`config.mk`:
```
export PLATFORM = sky130hd
export DESIGN_NAME = brace_frame_line_parser_unit_flat
export DESIGN_NICKNAME = d
export VERILOG_FILES = /design/src/rtl/bflp_pkg.sv /design/src/rtl/bflp_in_if.sv /design/src/rtl/bflp_out_if.sv /design/src/rtl/bflp_ctrl.sv /design/src/rtl/bflp_dp.sv /design/src/rtl/brace_frame_line_parser_unit.sv /design/src/flat_wrapper.sv
export SDC_FILE = /design/constraint.sdc
export NUM_CORES = 1
export LEC_CHECK = 0
export ABC_AREA = 1
export BUFFER_PORTS_ARGS = -buffer_cell sky130_fd_sc_hd__buf_2
export CAP_MARGIN = 20
export CORE_MARGIN = 5
export CORE_UTILIZATION = 33
export CTS_BUF_LIST = sky130_fd_sc_hd__clkbuf_16
export DETAILED_ROUTE_END_ITERATION = 8
export HOLD_SLACK_MARGIN = 0.1
export PLACE_DENSITY_LB_ADDON = 0.05
export SLEW_MARGIN = 10
export SYNTH_ARGS = -nofsm -noshare
export SYNTH_HDL_FRONTEND = slang
export SYNTH_SLANG_ARGS = --single-unit
```
`constraint.sdc`:
```
create_clock -name clk -period 5.7 [get_ports clk]
set_input_delay 0 -clock clk [delete_from_list [all_inputs] [get_ports clk]]
set_output_delay 0 -clock clk [all_outputs]
set_load 0.01 [all_outputs]
```
`src/rtl/bflp_pkg.sv`:
```
// Shared constants, command/status types and character codes for the brace frame line parser.
package bflp_pkg;

  localparam int LINE_BYTES  = 96;
  localparam int BUF_DEPTH   = LINE_BYTES - 1;
  localparam int PTR_W       = $clog2(LINE_BYTES);
  localparam int DEV_ID_MAX  = 8;
  localparam int EVENT_MAX   = 16;
  localparam int CNT_W       = $clog2(EVENT_MAX);
  localparam int TYPE_MAX    = 2;
  localparam int IDLE_W      = 16;
  localparam int PACK_W      = 56;

  localparam int PADDR_W     = 3;
  localparam int PDATA_W     = 32;
  localparam logic REG_IDLE_LIMIT = 1'b0;
  localparam logic [IDLE_W-1:0] IDLE_LIMIT_RST = 16'd500;

  localparam logic CMD_BYTE = 1'b0;
  localparam logic CMD_TICK = 1'b1;

  localparam logic [7:0] CHAR_LF     = 8'h0A;
  localparam logic [7:0] CHAR_CR     = 8'h0D;
  localparam logic [7:0] CHAR_LBRACE = 8'h7B;
  localparam logic [7:0] CHAR_RBRACE = 8'h7D;
  localparam logic [7:0] CHAR_COMMA  = 8'h2C;
  localparam logic [7:0] CHAR_0      = 8'h30;
  localparam logic [7:0] CHAR_9      = 8'h39;

  typedef struct packed {
    logic in_rdy;
    logic in_take;
    logic scan_en;
    logic emit_rd;
    logic emit_ld;
  } bflp_ctrl_t;

  typedef struct packed {
    logic flush_req;
    logic scan_end;
    logic scan_ok;
    logic out_busy;
    logic emit_last;
  } bflp_stat_t;

endpackage

```
`src/rtl/bflp_in_if.sv`:
```
// Input channel: received byte or empty poll tick.
interface bflp_in_if;
  logic       valid;
  logic       ready;
  logic       cmd;
  logic [7:0] rx_byte;

  modport source (output valid, output cmd, output rx_byte, input ready);
  modport sink (input valid, input cmd, input rx_byte, output ready);
  modport monitor (input valid, input cmd, input rx_byte, input ready);
endinterface

```
`src/rtl/bflp_out_if.sv`:
```
// Result channel: one parsed frame event character per transaction.
interface bflp_out_if;
  logic        valid;
  logic        ready;
  logic [55:0] dev_id_packed;
  logic [2:0]  dev_id_len;
  logic [3:0]  frame_type;
  logic [3:0]  event_len;
  logic [7:0]  event_char;
  logic [3:0]  char_index;
  logic        last;

  modport source (output valid, output dev_id_packed, output dev_id_len, output frame_type,
                  output event_len, output event_char, output char_index, output last,
                  input ready);
  modport sink (input valid, input dev_id_packed, input dev_id_len, input frame_type,
                input event_len, input event_char, input char_index, input last,
                output ready);
  modport monitor (input valid, input dev_id_packed, input dev_id_len, input frame_type,
                   input event_len, input event_char, input char_index, input last,
                   input ready);
endinterface

```
`src/rtl/bflp_ctrl.sv`:
```
// Controller state machine: accept, scan, and result emission sequencing.
module bflp_ctrl
  import bflp_pkg::*;
(
  input  logic       clk,
  input  logic       rst_n,
  input  logic       in_valid,
  input  bflp_stat_t stat,
  output bflp_ctrl_t ctrl
);

  typedef enum logic [3:0] {
    ST_IDLE    = 4'b0001,
    ST_SCAN    = 4'b0010,
    ST_EMIT_RD = 4'b0100,
    ST_EMIT_LD = 4'b1000
  } state_t;

  state_t state_r, state_nxt;

  always_comb begin
    state_nxt    = state_r;
    ctrl         = '0;
    case (state_r)
      ST_IDLE: begin
        ctrl.in_rdy  = 1'b1;
        ctrl.in_take = in_valid;
        if (in_valid && stat.flush_req) state_nxt = ST_SCAN;
      end
      ST_SCAN: begin
        ctrl.scan_en = 1'b1;
        if (stat.scan_end) state_nxt = stat.scan_ok ? ST_EMIT_RD : ST_IDLE;
      end
      ST_EMIT_RD: begin
        ctrl.emit_rd = 1'b1;
        if (!stat.out_busy) state_nxt = ST_EMIT_LD;
      end
      ST_EMIT_LD: begin
        ctrl.emit_ld = 1'b1;
        state_nxt    = stat.emit_last ? ST_IDLE : ST_EMIT_RD;
      end
      default: state_nxt = ST_IDLE;
    endcase
  end

  always_ff @(posedge clk) begin
    if (!rst_n) state_r <= ST_IDLE;
    else        state_r <= state_nxt;
  end

endmodule

```
`src/rtl/bflp_dp.sv`:
```
// Datapath: line buffer memory, idle counter, byte-serial frame scanner and output register.
module bflp_dp
  import bflp_pkg::*;
(
  input  logic              clk,
  input  logic              rst_n,
  input  logic [IDLE_W-1:0] idle_limit,
  input  bflp_ctrl_t        ctrl,
  output bflp_stat_t        stat,
  bflp_in_if.sink           in_ch,
  bflp_out_if.source        out_ch
);

  typedef enum logic [3:0] {
    PH_BRACE = 4'b0001,
    PH_DEV   = 4'b0010,
    PH_TYPE  = 4'b0100,
    PH_EVENT = 4'b1000
  } phase_t;

  localparam logic [CNT_W-1:0] DEV_LIM  = CNT_W'(DEV_ID_MAX - 1);
  localparam logic [CNT_W-1:0] TYPE_LIM = CNT_W'(TYPE_MAX);
  localparam logic [CNT_W-1:0] EV_LIM   = CNT_W'(EVENT_MAX - 1);

  logic [7:0]        line_buf_r [BUF_DEPTH];
  logic [7:0]        rdata_r;
  logic [PTR_W-1:0]  rd_addr;

  logic [PTR_W-1:0]  fill_r, fill_nxt;
  logic [IDLE_W-1:0] idle_r, idle_nxt, idle_inc;
  logic              wr_en, is_term;
  logic              flush_req, scan_end, scan_ok, emit_last, out_busy;

  phase_t            phase_r, phase_nxt;
  logic [PTR_W-1:0]  len_r, len_nxt, pos_r, pos_nxt, ev_start_r, ev_start_nxt;
  logic [CNT_W-1:0]  cnt_r, cnt_nxt;
  logic [PACK_W-1:0] packed_r, packed_nxt;
  logic [2:0]        id_len_r, id_len_nxt;
  logic [3:0]        ftype_r, ftype_nxt;
  logic [3:0]        ev_len_r, ev_len_nxt;
  logic [3:0]        res_r, res_nxt, res_cnt;
  logic              at_end, ev_done, is_digit;

  logic              out_valid_r, out_valid_nxt;
  logic [PACK_W-1:0] opacked_r;
  logic [2:0]        oid_len_r;
  logic [3:0]        oftype_r;
  logic [3:0]        oev_len_r;
  logic [7:0]        ochar_r;
  logic [3:0]        oidx_r;
  logic              olast_r;

  // intake: buffer fill, idle count, flush decision
  always_comb begin
    is_term   = (in_ch.rx_byte == CHAR_LF) || (in_ch.rx_byte == CHAR_CR);
    idle_inc  = idle_r + IDLE_W'(1);
    wr_en     = 1'b0;
    flush_req = 1'b0;
    idle_nxt  = idle_r;
    if (in_ch.cmd == CMD_BYTE) begin
      idle_nxt = '0;
      if (is_term)                           flush_req = (fill_r != '0);
      else if (fill_r < PTR_W'(BUF_DEPTH))   wr_en = 1'b1;
      else                                   flush_req = 1'b1;
    end else if (fill_r != '0) begin
      if (idle_inc >= idle_limit) begin
        flush_req = 1'b1;
        idle_nxt  = '0;
      end else begin
        idle_nxt = idle_inc;
      end
    end
    fill_nxt = fill_r;
    if (ctrl.in_take) begin
      if (flush_req)  fill_nxt = '0;
      else if (wr_en) fill_nxt = fill_r + PTR_W'(1);
    end
  end

  // scanner: one buffered byte per cycle
  always_comb begin
    phase_nxt    = phase_r;
    len_nxt      = len_r;
    pos_nxt      = pos_r;
    cnt_nxt      = cnt_r;
    packed_nxt   = packed_r;
    id_len_nxt   = id_len_r;
    ftype_nxt    = ftype_r;
    ev_start_nxt = ev_start_r;
    ev_len_nxt   = ev_len_r;
    res_nxt      = res_r;
    at_end       = (pos_r == len_r);
    is_digit     = (rdata_r >= CHAR_0) && (rdata_r <= CHAR_9);
    ev_done      = (phase_r == PH_EVENT) && ((cnt_r == EV_LIM) || (rdata_r == CHAR_RBRACE));
    scan_end     = ctrl.scan_en && (at_end || ev_done);
    scan_ok      = !at_end && ev_done;
    if (ctrl.in_take && flush_req) begin
      phase_nxt  = PH_BRACE;
      len_nxt    = fill_r;
      pos_nxt    = '0;
      cnt_nxt    = '0;
      packed_nxt = '0;
      ftype_nxt  = '0;
      res_nxt    = '0;
    end else if (ctrl.scan_en && !at_end) begin
      pos_nxt = pos_r + PTR_W'(1);
      case (phase_r)
        PH_BRACE: begin
          if (rdata_r == CHAR_LBRACE) phase_nxt = PH_DEV;
        end
        PH_DEV: begin
          if ((cnt_r == DEV_LIM) || (rdata_r == CHAR_COMMA)) begin
            id_len_nxt = cnt_r[2:0];
            cnt_nxt    = '0;
            phase_nxt  = PH_TYPE;
          end else begin
            packed_nxt[{cnt_r[2:0], 3'b000} +: 8] = rdata_r;
            cnt_nxt = cnt_r + CNT_W'(1);
          end
        end
        PH_TYPE: begin
          if ((cnt_r == TYPE_LIM) || (rdata_r == CHAR_COMMA)) begin
            cnt_nxt      = '0;
            ev_start_nxt = pos_r + PTR_W'(1);
            phase_nxt    = PH_EVENT;
          end else begin
            if (cnt_r == '0) ftype_nxt = is_digit ? 4'(rdata_r - CHAR_0) : 4'd0;
            cnt_nxt = cnt_r + CNT_W'(1);
          end
        end
        PH_EVENT: begin
          if (ev_done) ev_len_nxt = 4'(cnt_r);
          else         cnt_nxt    = cnt_r + CNT_W'(1);
        end
        default: phase_nxt = PH_BRACE;
      endcase
    end else if (ctrl.emit_ld) begin
      res_nxt = res_r + 4'd1;
    end
  end

  assign res_cnt   = (ev_len_r == 4'd0) ? 4'd1 : ev_len_r;
  assign emit_last = (res_r == res_cnt - 4'd1);
  assign out_busy  = out_valid_r;

  assign stat = '{flush_req: flush_req, scan_end: scan_end, scan_ok: scan_ok,
                  out_busy: out_busy, emit_last: emit_last};

  always_comb begin
    if (ctrl.emit_rd)      rd_addr = ev_start_r + PTR_W'(res_r);
    else if (ctrl.scan_en) rd_addr = pos_r + PTR_W'(1);
    else                   rd_addr = '0;
  end

  always_ff @(posedge clk) begin
    if (ctrl.in_take && wr_en) line_buf_r[fill_r] <= in_ch.rx_byte;
    if (rd_addr < PTR_W'(BUF_DEPTH)) rdata_r <= line_buf_r[rd_addr];
  end

  always_comb begin
    out_valid_nxt = out_valid_r;
    if (out_ch.ready) out_valid_nxt = 1'b0;
    if (ctrl.emit_ld) out_valid_nxt = 1'b1;
  end

  always_ff @(posedge clk) begin
    if (!rst_n) begin
      fill_r      <= '0;
      idle_r      <= '0;
      phase_r     <= PH_BRACE;
      out_valid_r <= 1'b0;
    end else begin
      fill_r      <= fill_nxt;
      if (ctrl.in_take) idle_r <= idle_nxt;
      phase_r     <= phase_nxt;
      out_valid_r <= out_valid_nxt;
    end
  end

  // result fields are held apart from the scanner so a waiting result survives the next scan
  always_ff @(posedge clk) begin
    len_r      <= len_nxt;
    pos_r      <= pos_nxt;
    cnt_r      <= cnt_nxt;
    packed_r   <= packed_nxt;
    id_len_r   <= id_len_nxt;
    ftype_r    <= ftype_nxt;
    ev_start_r <= ev_start_nxt;
    ev_len_r   <= ev_len_nxt;
    res_r      <= res_nxt;
    if (ctrl.emit_ld) begin
      opacked_r <= packed_r;
      oid_len_r <= id_len_r;
      oftype_r  <= ftype_r;
      oev_len_r <= ev_len_r;
      ochar_r   <= (ev_len_r == 4'd0) ? 8'd0 : rdata_r;
      oidx_r    <= (ev_len_r == 4'd0) ? 4'd0 : res_r;
      olast_r   <= emit_last;
    end
  end

  assign in_ch.ready = ctrl.in_rdy;

  assign out_ch.valid         = out_valid_r;
  assign out_ch.dev_id_packed = opacked_r;
  assign out_ch.dev_id_len    = oid_len_r;
  assign out_ch.frame_type    = oftype_r;
  assign out_ch.event_len     = oev_len_r;
  assign out_ch.event_char    = ochar_r;
  assign out_ch.char_index    = oidx_r;
  assign out_ch.last          = olast_r;

endmodule

```
`src/rtl/brace_frame_line_parser_unit.sv`:
```
// Top level: brace frame line parser with APB idle-limit register.
// Bytes and ticks that do not complete a line are accepted while the controller is idle.
// A completing transaction scans the buffer at 1 byte/cycle from the registered
// memory read port; results are then emitted one character at a time, each read
// from the buffer and loaded once out ready has taken the previous result;
// the last result may wait while input resumes.
// Synchronous active-low reset empties the buffer, clears the idle count, sets idle_limit to 500.
module brace_frame_line_parser_unit
  import bflp_pkg::*;
(
  input  logic               clk,
  input  logic               rst_n,
  bflp_in_if.sink            in_if,
  bflp_out_if.source         out_if,
  input  logic               psel,
  input  logic               penable,
  input  logic               pwrite,
  input  logic [PADDR_W-1:0] paddr,
  input  logic [PDATA_W-1:0] pwdata,
  output logic [PDATA_W-1:0] prdata,
  output logic               pready
);

  logic [IDLE_W-1:0] idle_limit_r, idle_limit_nxt;
  logic              reg_sel;
  bflp_ctrl_t        ctrl;
  bflp_stat_t        stat;

  assign reg_sel = (paddr[PADDR_W-1] == REG_IDLE_LIMIT);
  assign pready  = 1'b1;
  assign prdata  = reg_sel ? PDATA_W'(idle_limit_r) : '0;

  always_comb begin
    idle_limit_nxt = idle_limit_r;
    if (psel && penable && pwrite && reg_sel) idle_limit_nxt = pwdata[IDLE_W-1:0];
  end

  always_ff @(posedge clk) begin
    if (!rst_n) idle_limit_r <= IDLE_LIMIT_RST;
    else        idle_limit_r <= idle_limit_nxt;
  end

  bflp_ctrl u_ctrl (
    .clk      (clk),
    .rst_n    (rst_n),
    .in_valid (in_if.valid),
    .stat     (stat),
    .ctrl     (ctrl)
  );

  bflp_dp u_dp (
    .clk        (clk),
    .rst_n      (rst_n),
    .idle_limit (idle_limit_r),
    .ctrl       (ctrl),
    .stat       (stat),
    .in_ch      (in_if),
    .out_ch     (out_if)
  );

endmodule

```
`src/flat_wrapper.sv`:
```
// flat-port wrapper written by rule: the top's interface ports become plain ports
module brace_frame_line_parser_unit_flat import bflp_pkg::*;
  (clk, rst_n, psel, penable, pwrite, paddr, pwdata, prdata, pready, in_if_valid, in_if_cmd, in_if_rx_byte, in_if_ready, out_if_valid, out_if_dev_id_packed, out_if_dev_id_len, out_if_frame_type, out_if_event_len, out_if_event_char, out_if_char_index, out_if_last, out_if_ready);
  bflp_in_if in_if_i ();
  bflp_out_if out_if_i ();
  input  logic clk;
  input  logic rst_n;
  input  logic psel;
  input  logic penable;
  input  logic pwrite;
  input  logic [PADDR_W-1:0] paddr;
  input  logic [PDATA_W-1:0] pwdata;
  output logic [PDATA_W-1:0] prdata;
  output logic pready;
  input wire logic [$bits(in_if_i.valid)-1:0] in_if_valid;
  input wire logic [$bits(in_if_i.cmd)-1:0] in_if_cmd;
  input wire logic [$bits(in_if_i.rx_byte)-1:0] in_if_rx_byte;
  output wire logic [$bits(in_if_i.ready)-1:0] in_if_ready;
  output wire logic [$bits(out_if_i.valid)-1:0] out_if_valid;
  output wire logic [$bits(out_if_i.dev_id_packed)-1:0] out_if_dev_id_packed;
  output wire logic [$bits(out_if_i.dev_id_len)-1:0] out_if_dev_id_len;
  output wire logic [$bits(out_if_i.frame_type)-1:0] out_if_frame_type;
  output wire logic [$bits(out_if_i.event_len)-1:0] out_if_event_len;
  output wire logic [$bits(out_if_i.event_char)-1:0] out_if_event_char;
  output wire logic [$bits(out_if_i.char_index)-1:0] out_if_char_index;
  output wire logic [$bits(out_if_i.last)-1:0] out_if_last;
  input wire logic [$bits(out_if_i.ready)-1:0] out_if_ready;
  assign in_if_i.valid = in_if_valid;
  assign in_if_i.cmd = in_if_cmd;
  assign in_if_i.rx_byte = in_if_rx_byte;
  assign in_if_ready = in_if_i.ready;
  assign out_if_valid = out_if_i.valid;
  assign out_if_dev_id_packed = out_if_i.dev_id_packed;
  assign out_if_dev_id_len = out_if_i.dev_id_len;
  assign out_if_frame_type = out_if_i.frame_type;
  assign out_if_event_len = out_if_i.event_len;
  assign out_if_event_char = out_if_i.event_char;
  assign out_if_char_index = out_if_i.char_index;
  assign out_if_last = out_if_i.last;
  assign out_if_i.ready = out_if_ready;
  brace_frame_line_parser_unit u_core (.clk(clk), .rst_n(rst_n), .in_if(in_if_i), .out_if(out_if_i), .psel(psel), .penable(penable), .pwrite(pwrite), .paddr(paddr), .pwdata(pwdata), .prdata(prdata), .pready(pready));
endmodule
```
Word-level counts from Yosys, hierarchy flattened
Memory sizes are Yosys's and may differ from the RTL's. A register that Yosys moved wholly into a read port is not among the register bits.
Cells that the tools add are included.
Widths: inputs -> output; s select.

storage, ports and cells
  memories kept = 1
  register bits after elaboration = 224
  input port bits = 51
  bits in writable memories = 760
  logic and storage cells = 148
  output and inout port bits = 115

memories
  memory                  depth  bits a word  read ports  clocked after Yosys merged registers in  wr ports  RTL line       source
  u_core.u_dp.line_buf_r  95     8            1           1                                        1         bflp_dp.sv:25  logic [7:0] line_buf_r [BUF_DEPTH];

cells by class
  $add $sub $neg = 9
  order comparisons = 5
  shift-type cells = 2
  muxes and demuxes = 41
  bitwise gates (word level) = 7
  eq/ne operators = 26
  reductions and logical operators = 35

operators by type and width
  operator                count
  $mux 16                 4
  $bwmux 56               1
  $shift 8x8->56 const A  1
  $shiftx 8x8->56         1
  $mux 4                  11
  $pmux 4 s4              2
  $mux 7                  4
  $add 16x1->16 const B   1
  $eq 8x4->1 const B      2
  $eq 8x7->1 const B      2
  $ge 16x16->1            1
  $reduce_and 4->1        4
  $mux 1                  15
  $add 7x1->7 const B     2
  $lt 7x7->1 const B      2
  $ne 2x2->1 const B      7
  $eq 4x2->1 const B      3
  $eq 4x3->1 const B      3
  $eq 4x4->1 const B      3
  $pmux 4 s3              1
  $logic_and 1x1->1       11
  $reduce_and 3->1        3
  $add 4x1->4 const B     2
  $eq 4x1->1 const B      2
  other kinds (21)        37

Depth between registers and ports, before layout
  depth after elaboration = 8
  mapped depth = 19
  depth with buffers taken out = 18

By module
A second synthesis with hierarchy kept.

unflattened totals
  cell total of the unflattened synthesis = 4,305
  area, all modules = 43,693.2 um2

by module, submodules not included
  module                        seq. area each (um2)  times used  cells an instance  area an instance (um2)
  bflp_dp                       28,157.0              1           4,102              42,395.7
  brace_frame_line_parser_unit  320.3                 1           150                955.9
  bflp_ctrl                     80.1                  1           53                 341.6

Least setup slack after synthesis
Ideal clock, no wire load.

  path kind = reg2reg
  from = reg u_core.u_ctrl.state_r[1]
  to = reg u_core.u_ctrl.state_r[0]
  buffers on the path = 0
  data arrival time = 4,552 ps
  setup time = 132 ps
  required time = 5,568 ps
  path slack = 1,016 ps
  clock period less this slack = 4,684 ps
  cell stages (with the launch flop) = 9
  cell sequence = dfxtp_1 -> nor2_2 -> inv_1 -> nor3_2 -> inv_1 -> nand3_1 -> nand3_1 -> nand4_1 -> nand3_1

between the ends
  cells in the longest elaborated chain, start to end = 5
  elaborated cells on any way between the ends = 11
  those cells by class = eq/ne: 7; mux: 2; reduce/logical: 2

ends and longest elaborated chain
  what                               RTL line         source
  start, declared                    bflp_ctrl.sv:19  state_t state_r, state_nxt;
  start signal, assigned             bflp_ctrl.sv:48  else state_r <= state_nxt;
  $eq 4x2->1                         bflp_ctrl.sv:24  case (state_r)
  $mux 1                             bflp_ctrl.sv:24
  $logic_and 1x1->1                  bflp_dp.sv:95    scan_end = ctrl.scan_en && (at_end || ev_done);
  $ne 2x2->1 (no source line)        n/a
  $reduce_and 3->1 (no source line)  n/a

Several ways; a longest one is shown, not always the timed one.
A chain may end at the register's enable or synchronous reset.

Worst setup path in the final report
  from = in in_if_rx_byte[0]
  to = mem u_core.u_dp.line_buf_r[68][7] (enable)

between the ends
  cells in the longest elaborated chain, start to end = 7
  elaborated cells on any way between the ends = 8
  those cells by class = eq/ne: 2; mux: 4; reduce/logical: 2

ends and longest elaborated chain
  what                              RTL line            source
  start, declared                   flat_wrapper.sv:17  input wire logic [$bits(in_if_i.rx_byte)-1:0] in_if_rx_byte;
  $eq 8x4->1                        bflp_dp.sv:55       is_term = (in_ch.rx_byte == CHAR_LF) || (in_ch.rx_byte == CHAR_CR);
  $logic_or 1x1->1 (*)              bflp_dp.sv:55
  $mux 1 (*)                        bflp_dp.sv:62       if (is_term) flush_req = (fill_r != '0);
  $mux 1 (*)                        bflp_dp.sv:60       if (in_ch.cmd == CMD_BYTE) begin
  $logic_and 1x1->1 (*)             bflp_dp.sv:156      if (ctrl.in_take && wr_en) line_buf_r[fill_r] <= in_ch.rx_byte;
  $mux 1 (*)                        bflp_dp.sv:156
  $mux 1 (implied by the code) (*)  bflp_dp.sv:156
  end, declared                     bflp_dp.sv:25

Every way passes the cells marked *; elsewhere a longest branch is shown, timed or not.

==> qor.yml <==
status:
  outcome: "finished, final reports clean"
pwr:
  internal_power_mw: 12.0
  ir_worst_vdd_uv: 204
  power_frac_seq_pct: 52.0
  power_frac_comb_pct: 2.4
  switchingPower_mw: 3.32
  p_per_area_mw_per_mm2: 309
  power_mw: 15.3
  switching_share_pct: 21.7
  p_leak_nw: 18.8
  clkPwrFrac_pct: 45.7
route:
  drc: 0
  wl_per_cell_um: 21.2
  wl_um: 128000
  dr.pass1.iters: 5
  via_count: 28600
  ant_nets: 0
  viasPerCell: 4.74
  first_iter_violations: 2083
setup_path:
  critPathKind: "primary input to flop"
  crit_path_max_fanout: 45
  endpoint_kind: "flop"
  cp.arrival_ps: 4490
  cp-start-kind: "primary input"
  required_ps: 6020
global_routing:
  antenna_found_initial: 2
  grt_overflow: 0
  grt_max_degree: 134
  grt_pass1_vias: 27900
  grt_pass1_wl_um: 188000
  grt_use_total_pct: 18.4
logic_synthesis:
  ys_warn_count: 0
  synth_area_mm2: 0.0429
  ys_async_sr_fraction_pct: 0
  synth_area_per_cell_um2: 10.7
  ys_types: 51
  synth_seq_cells: 992
  synth_cells: 4023
  synth-edff-count: 869
  ys_seq_area_share_pct: 66.6
  synthFlopType: "edfxtp_1"
finish:
  area.growth.synth_to_final_pct: 15.4
  layout_commonest_cell: "edfxtp_1"
  final_cell_mix: "869 x edfxtp_1, 860 x nand2_1, 602 x nand3_1"
  fin_area_mm2: 0.0495
  nets: 4271
  final-instance-count-excl-fill: 6028
  layout-drive-gt1-share_pct: 9.50
timing:
  tightestPinTransition_ps: 1100
  setup-tns-final_ps: 0
  hold_viol_final: 0
  fmax_ghz: 0.240
  finalCritPeriodShare_pct: 73.1
  period_minus_slack_ps: 4160
  max_slew_margin_pct: 26.9
  grt_setup_unrepaired: "no"
  report.final.setup_viol: 0
  finalClockSkew_ps: 15.8
  final-max-slew-violation-count: 0
placement:
  place_congestion: 0.747
  dp_hpwl_um: 73600
  placed_cell_area_mm2: 0.0452
  placedCellCount: 5741
  io_buffers: 130
floorplan:
  die-area_mm2: 0.137
  core_mm2: 0.129
  initial_core_util_pct: 33.2
  pin_count: 166
  die_height_um: 370
  die_x_um: 370
  fp-row-count: 132
clock_tree:
  post_cts_buffers: 0
  clk_path_buf_depth: 3
  cts_tree: "built"
  cts_buffers: 115
  clockRootBuffer: "clkbuf_16"
  h-tree-depth: 3
  worstSkewPairLatency_ps: 710
  post_cts_resized: 0
  clock_sinks: 992
  hold_buffers: 69
  path_clk_slew_ps: 60
run:
  maxCapViolations: 0
hold_path:
  hold_class: "primary input to flop"
[path summary, 6_finish.rpt]
kind	startpoint	end	slack [ps]	cells past startpoint
setup / recovery	in_if_rx_byte[0]	u_core.u_dp.line_buf_r[68][7]$_DFFE_PP_	1540	11
hold / removal	rst_n	u_core.u_ctrl.state_r[2]$_SDFFE_PN0P_	300	4
setup reg to reg	u_core.u_dp.idle_r[4]$_SDFFE_PN0P_	u_core.u_ctrl.state_r[0]$_SDFFE_PN1P_	1620	18
hold reg to reg	u_core.u_dp.id_len_r[2]$_DFFE_PP_	u_core.u_dp.out_ch.dev_id_len[2]$_DFFE_PP_	420	0
[worst max-delay path, cell delays in order]
cell and delay [ps]:
dlygate4sd3_1 530, buf_4 540, o21a_1 230, nor2_1 40, nand4_1 350, nand2_1 100, nor2_1 200, nand2_1 220
nor2_1 350, nand3_2 790, nor2_1 1010
[Yosys cell counts (21+ instances only)]
master	instances	area [um2]
a21oi_1	57	285
buf_2	93	465
nand3_1	605	3030
nor2_1	294	1100
or2_1	21	131
o21ai_1	68	340
xor2_1	27	236
dfxtp_1	123	2460
ha_1	33	413
or2_2	26	163
nand3b_1	101	758
o21ai_0	73	365
o211ai_1	93	698
buf_4	41	308
clkbuf_1	64	240
inv_1	452	1700
edfxtp_1	869	26100
nand2_1	860	3230
[kinds of logic (layout without fill, tap and decap cells)]
| group | Yosys count | in the layout | share of synthesized area (%) |
|---|---|---|---|
| xor+xnor | 34 | 34 | 0.694 |
| simple gates | 1969 | 1969 | 20.7 |
| fa+ha+maj | 34 | 34 | 1.01 |
| other cells | 2 | 18 | 0.0175 |
| flops | 992 | 992 | 66.6 |
| compound gates | 301 | 301 | 4.12 |
| buf+inv | 689 | 936 | 6.84 |
| mux | 2 | 2 | 0.0467 |
[sequential cells by signal, indices dropped and copies added, names as in the netlist, 7 cells and up]
name and flops:
u_core.u_dp.line_buf_r 760, u_core.u_dp.out_ch.dev_id_packed 56, u_core.u_dp.packed_r 56, u_core.idle_limit_r 16
u_core.u_dp.idle_r 16, u_core.u_dp.out_ch.event_char 8, u_core.u_dp.rdata_r 8, u_core.u_dp.ev_start_r 7
u_core.u_dp.fill_r 7, u_core.u_dp.len_r 7, u_core.u_dp.pos_r 7
[power by group through the flow]
| stage | sequential (mW) | clock [mW] | combinational, mW |
|---|---|---|---|
| 2_1_floorplan | 8.08 | 0 | 0.136 |
| 3_3_place_gp | 8.09 | 0 | 0.337 |
| 3_5_place_dp | 8.09 | 0 | 0.339 |
| 4_1_cts | 7.94 | 7.19 | 0.373 |
| 5_1_grt | 7.94 | 7.49 | 0.403 |
| 6_report | 7.94 | 6.98 | 0.364 |
[final cells by class]
cell class	count	area, um2
clock inverter	96	539
tap	1742	2180
clock buffer	120	3000
timing repair buffer	256	1920
multi-input combinational	2357	11500
inverter	464	1750
sequential	992	28600
antenna	1	2.50
fill	12800	79800
[through the flow]
step	worst slack, ps	hold slack [ps]	utilization, %
finish	1540	301	38.3
global route	1270	318	38.3
CTS	1580	253	38.3
detailed placement	1450	223	35.0
global placement	1460	224	35.0
floorplan	1020	98.9	-
[per-layer routing]
layer / up-vias / track usage, % / part of all wire [%]
li1: 14000 / - / -
met1: 13800 / 25.3 / 46
met2: 645 / 30.2 / 47
met3: 155 / 2.98 / 5.2
met4: 0 / 4.93 / 2.2
met5: - / 0 / 0
(Power assumes the default switching activity.)
